==> src/rtl/core/drr_pkg.sv <==
package drr_pkg;

    localparam int DEF_FLOWS      = 64;
    localparam int DEF_FLOW_DEPTH = 32;
    localparam int MAX_RESULTS    = 25;

    localparam int KEY_W      = 31;
    localparam int SIZE_W     = 11;
    localparam int KIND_W     = 3;
    localparam int OFLOW_W    = 6;
    localparam int QUANTUM_W  = 16;
    localparam int LIMIT_W    = 20;
    localparam int FIU_W      = 7;
    localparam int TOTAL_W    = 21;
    localparam int DEFICIT_W  = 17;
    localparam int NRES_W     = 5;
    localparam int MAX_PKT    = 1518;
    localparam int CFG_IDX_W  = 2;
    localparam int CFG_DATA_W = 20;

    localparam int S_TDATA_W  = 48;
    localparam int S_TUSER_W  = 2;
    localparam int M_TDATA_W  = 24;

    localparam logic [QUANTUM_W-1:0] RESET_QUANTUM = QUANTUM_W'(1500);
    localparam logic [LIMIT_W-1:0]   RESET_LIMIT   = LIMIT_W'(10 * 1024);
    localparam logic [FIU_W-1:0]     RESET_FIU     = FIU_W'(64);

    localparam logic [CFG_IDX_W-1:0] CFG_QUANTUM      = 2'd0;
    localparam logic [CFG_IDX_W-1:0] CFG_BYTE_LIMIT   = 2'd1;
    localparam logic [CFG_IDX_W-1:0] CFG_FLOWS_IN_USE = 2'd2;

    localparam logic OP_ENQUEUE = 1'b0;
    localparam logic OP_DEQUEUE = 1'b1;

    typedef enum logic [KIND_W-1:0] {
        KIND_ENQUEUED,
        KIND_UNCLASSIFIED,
        KIND_OVERLIMIT,
        KIND_DEQUEUED,
        KIND_EMPTY,
        KIND_FLOW_FULL
    } drr_kind_t;

    typedef enum logic [3:0] {
        ST_INIT,
        ST_IDLE,
        ST_DECODE,
        ST_MOD,
        ST_ENQ_RD,
        ST_ENQ_UPD,
        ST_EMIT,
        ST_SCAN,
        ST_DROP_RD,
        ST_DROP_SZ,
        ST_DROP_UPD,
        ST_DQ_START,
        ST_DQ_RF,
        ST_DQ_CHK,
        ST_DQ_SZ
    } drr_state_t;

    typedef struct packed {
        drr_state_t op;
        logic       accept;
    } drr_cmd_t;

    typedef struct packed {
        logic init_done;
        logic is_deq;
        logic is_miss;
        logic mod_done;
        logic out_free;
        logic last_emit;
        logic scan_done;
        logic ring_empty;
        logic flow_empty;
        logic covers;
    } drr_status_t;

endpackage

==> src/rtl/core/drr_ctrl.sv <==
module drr_ctrl (
    input  logic                 aclk,
    input  logic                 aresetn,
    input  logic                 s_tvalid,
    output logic                 s_tready,
    input  drr_pkg::drr_status_t status,
    output drr_pkg::drr_cmd_t    cmd
);

    drr_pkg::drr_state_t state_reg, state_next;

    always_ff @(posedge aclk) begin
        if (!aresetn) begin
            state_reg <= drr_pkg::ST_INIT;
        end else begin
            state_reg <= state_next;
        end
    end

    always_comb begin
        state_next = state_reg;
        s_tready   = 1'b0;
        case (state_reg)
            drr_pkg::ST_INIT: begin
                if (status.init_done) state_next = drr_pkg::ST_IDLE;
            end
            drr_pkg::ST_IDLE: begin
                s_tready = 1'b1;
                if (s_tvalid) state_next = drr_pkg::ST_DECODE;
            end
            drr_pkg::ST_DECODE: begin
                if (status.is_deq) begin
                    state_next = drr_pkg::ST_DQ_START;
                end else if (status.is_miss) begin
                    state_next = drr_pkg::ST_EMIT;
                end else begin
                    state_next = drr_pkg::ST_MOD;
                end
            end
            drr_pkg::ST_MOD: begin
                if (status.mod_done) state_next = drr_pkg::ST_ENQ_RD;
            end
            drr_pkg::ST_ENQ_RD:   state_next = drr_pkg::ST_ENQ_UPD;
            drr_pkg::ST_ENQ_UPD:  state_next = drr_pkg::ST_EMIT;
            drr_pkg::ST_EMIT: begin
                if (status.out_free) begin
                    state_next = status.last_emit ? drr_pkg::ST_IDLE : drr_pkg::ST_SCAN;
                end
            end
            drr_pkg::ST_SCAN: begin
                if (status.scan_done) state_next = drr_pkg::ST_DROP_RD;
            end
            drr_pkg::ST_DROP_RD:  state_next = drr_pkg::ST_DROP_SZ;
            drr_pkg::ST_DROP_SZ:  state_next = drr_pkg::ST_DROP_UPD;
            drr_pkg::ST_DROP_UPD: state_next = drr_pkg::ST_EMIT;
            drr_pkg::ST_DQ_START: begin
                state_next = status.ring_empty ? drr_pkg::ST_EMIT : drr_pkg::ST_DQ_RF;
            end
            drr_pkg::ST_DQ_RF:    state_next = drr_pkg::ST_DQ_CHK;
            drr_pkg::ST_DQ_CHK: begin
                state_next = status.flow_empty ? drr_pkg::ST_DQ_START : drr_pkg::ST_DQ_SZ;
            end
            drr_pkg::ST_DQ_SZ: begin
                state_next = status.covers ? drr_pkg::ST_EMIT : drr_pkg::ST_DQ_START;
            end
            default: state_next = drr_pkg::ST_INIT;
        endcase
    end

    assign cmd.op     = state_reg;
    assign cmd.accept = s_tready & s_tvalid;

    a_accept_decode: assert property (@(posedge aclk) disable iff (!aresetn)
        cmd.accept |=> state_reg == drr_pkg::ST_DECODE)
        else $error("accepted transaction did not move to decode");

    a_no_accept_in_init: assert property (@(posedge aclk) disable iff (!aresetn)
        !status.init_done |-> !s_tready)
        else $error("input ready before clearing pass finished");

    a_emit_leaves: assert property (@(posedge aclk) disable iff (!aresetn)
        (state_reg == drr_pkg::ST_EMIT && status.out_free && status.last_emit)
        |=> state_reg == drr_pkg::ST_IDLE)
        else $error("final result did not return to idle");

endmodule

==> config.mk <==
export PLATFORM = sky130hd
export DESIGN_NAME = drr_ctrl
export DESIGN_NICKNAME = d
export VERILOG_FILES = /design/src/rtl/core/drr_pkg.sv /design/src/rtl/core/drr_ctrl.sv
export SDC_FILE = /design/constraint.sdc
export NUM_CORES = 1
export LEC_CHECK = 0
export ABC_AREA = 1
export BUFFER_PORTS_ARGS = -buffer_cell sky130_fd_sc_hd__buf_2
export CORE_MARGIN = 2
export CORE_UTILIZATION = 27
export CTS_BUF_LIST = sky130_fd_sc_hd__clkbuf_16
export CTS_CLUSTER_DIAMETER = 80
export CTS_CLUSTER_SIZE = 40
export DETAILED_ROUTE_END_ITERATION = 6
export PLACE_DENSITY = 0.5
export SYNTH_ARGS = -nofsm -noshare
export SYNTH_HDL_FRONTEND = slang
export SYNTH_SLANG_ARGS = --single-unit
==> constraint.sdc <==
create_clock -name aclk -period 1.4 [get_ports aclk]
set_clock_uncertainty 0.15 [all_clocks]
set_input_delay 0.42 -clock aclk [delete_from_list [all_inputs] [get_ports aclk]]
set_output_delay 0.42 -clock aclk [all_outputs]
set_load 0.05 [all_outputs]
==> metrics <==
outcome=complete, but fails checks; violations in the final reports=setup timing; crit path buf inv count=2; largest delay contributor family on the critical path=flip-flops; I/O pin count=19; unrepaired setup endpoints after global routing=true; internal power=1220 uW; Total Die Area=0.00258 mm2; Critical Path AT=1.01 ns; CP max-delay cell=dfxtp_2; worst r2r path cells=9; flip-flop count of the largest register after layout=4; share of cells above drive strength 1=0.628; sequential area share after synthesis=0.135; crit path max fanout=2; Worst slew margin=0.861; critical path depth in cells=4; Slew Limit Fails=0; Syn Nets=107; crit start category=flip-flop; Crit. End Element=primary output; Seq pwr share=0.109; GRT Residual Overflow=0; post-layout util=0.542; worst hold stages=3; Tot Pwr=2270 uW; wire length per cell=~11 um; hold_buf cts=0; final worst slack=-0.182 ns; Crit Path Class=reg -> out; Syn Area/Cell=6.30 um2; most frequent cells in the layout=nand2_1, inv_1, buf_2, buf_4, nand2_2; final period utilization=1.13; Clock Power Share=0.199; Leak Pwr=0.000597 uW; Seq cells post-synth=4; Syn Inst Count=94; required time of the critical path=0.83 ns; Die X=just over 50 um; most common cell after layout, fill and taps aside=nand2_1; nets=143; PwrDens=between 2000 and 2500 mW/mm2; Detailed Route WL=1720 um; Port Buffer Count=18; TritonCTS Buffers=3; largest net degree at the start of global routing=9; TritonCTS clock tree=done; Antenna Cells=0; Worst-Margin Slew=between 0.2 and 0.25 ns; CTS max path bufs=2; critical path's largest stage delay=0.31 ns; Cell Area, Synth=592 um2; global-route wire length before repair=2920 um; worst skew pair latency=between 0.2 and 0.25 ns; Core Area=0.00202 mm2; FILL cells=186; Final Hold Fails=0; antenna violations before repair=0; YS warnings=0; FMAX=~630 MHz; minimum clock period after layout=1.58 ns; P_sw=around 1100 uW; combinational power share=0.692; vias in the first global route=671; CTS clock-pin slew for the worst setup and hold paths=0.03 ns; Tot GR Track Use=0.151; clk sinks=4; Fin Setup TNS=-0.582 ns; row count=16; CTS HTree Levels=1; HPWL Detailed=about 1200 um; # setup viols final=9; Remaining DRCs=0; via/cell ratio=4.40; initial DRC count=18; RePlAce Congestion=0.796; die height=50.8 um; Area growth syn-to-layout=85.2%; Sw Share=0.463; Hold Crit Class=in -> reg; 1st-pass router iterations=4; Initial Util=0.293; Max VDD drop=1.12 mV; Max-cap violations=0; Detail Route Antenna Nets=0; DR vias=687; CP Cell Sequence=inv_2 > nand2_4 > nor3_4 > buf_6; Yosys cell types=21; Root Driver=clkbuf_16
==> final timing paths <==
check / from / to / slack, ns
setup / recovery: state_reg[3]$_SDFFE_PN0P_ / cmd[0] / -0.18
setup reg to reg: state_reg[1]$_SDFFE_PN0P_ / state_reg[0]$_SDFFE_PN0P_ / -0.05
hold / removal: aresetn / state_reg[0]$_SDFFE_PN0P_ / 0.33
hold reg to reg: state_reg[0]$_SDFFE_PN0P_ / state_reg[0]$_SDFFE_PN0P_ / 0.53
==> worst reg2reg max path, cell delays in order (launching register included) <==
cell	delay, ns
dfxtp_4	0.39
clkinv_8	0.07
buf_8	0.13
nor2_8	0.18
nand3_1	0.10
nand2_1	0.07
inv_1	0.04
nand2_1	0.08
nand2_2	0.06
a21oi_2	0.12
==> area by class of cell <==
class	instances	area, um2	share of cell area
clock buffer	3	75.1	0.0685
sequential	4	92.6	0.0845
inverter	19	86.3	0.0788
multi-input combinational	69	508	0.463
clock inverter	1	3.75	0.00342
timing repair buffer	33	297	0.271
tap	27	33.8	0.0308
==> metal layers <==
layer | up-vias | global-route usage | part of all wire
met4 | 0 | 0.0766 | 0.0047
met1 | 311 | 0.183 | 0.42
met2 | 14 | 0.254 | 0.54
li1 | 360 | - | -
met5 | - | 0 | 0
met3 | 2 | 0.0292 | 0.040
==> metrics by stage <==
step	instances	hold WS, ns	setup WS (ns)	area (um2)
6_report	156	0.330	-0.182	1100
5_1_grt	156	0.367	-0.221	1100
4_1_cts	156	0.329	-0.191	1060
3_5_place_dp	147	0.517	-0.170	846
3_3_place_gp	147	0.517	-0.151	846
2_1_floorplan	94	0.460	-0.253	636
==> power by group through the flow <==
stage / Sequential, uW / Combinational [uW] / Clock [uW]
after global placement: 244 / 1280 / 0
after global routing: 255 / 1680 / 468
after detailed placement: 245 / 1290 / 0
after floorplan: 329 / 850 / 0
final: 248 / 1570 / 453
after CTS: 248 / 1490 / 457
==> synth_stat cells, drive strengths merged <==
master	n	area (um2)
a21oi	7	46.3
buf	2	22.5
clkinv	1	8.76
dfxtp	4	80.1
inv	18	67.6
nand2	31	164
nand3	8	45.0
nand3b	3	26.3
nand4	2	12.5
nor2	14	98.9
nor3	3	15.0
o21ai	1	5.00
==> timing repair <==
action / in CTS / in global routing
gates resized for setup: 30 / 12
pin swaps: 11 / 7
buffers inserted: 6 / 1
endpoints found under the setup margin: 9 / 10
==> cell families after synthesis <==
| family | count (synthesis) | synth area share |
|---|---|---|
| buf+inv | 21 | 0.167 |
| simple gates | 61 | 0.611 |
| compound gates | 8 | 0.0867 |
| flops | 4 | 0.135 |
Power figures use the tool's default switching activity.
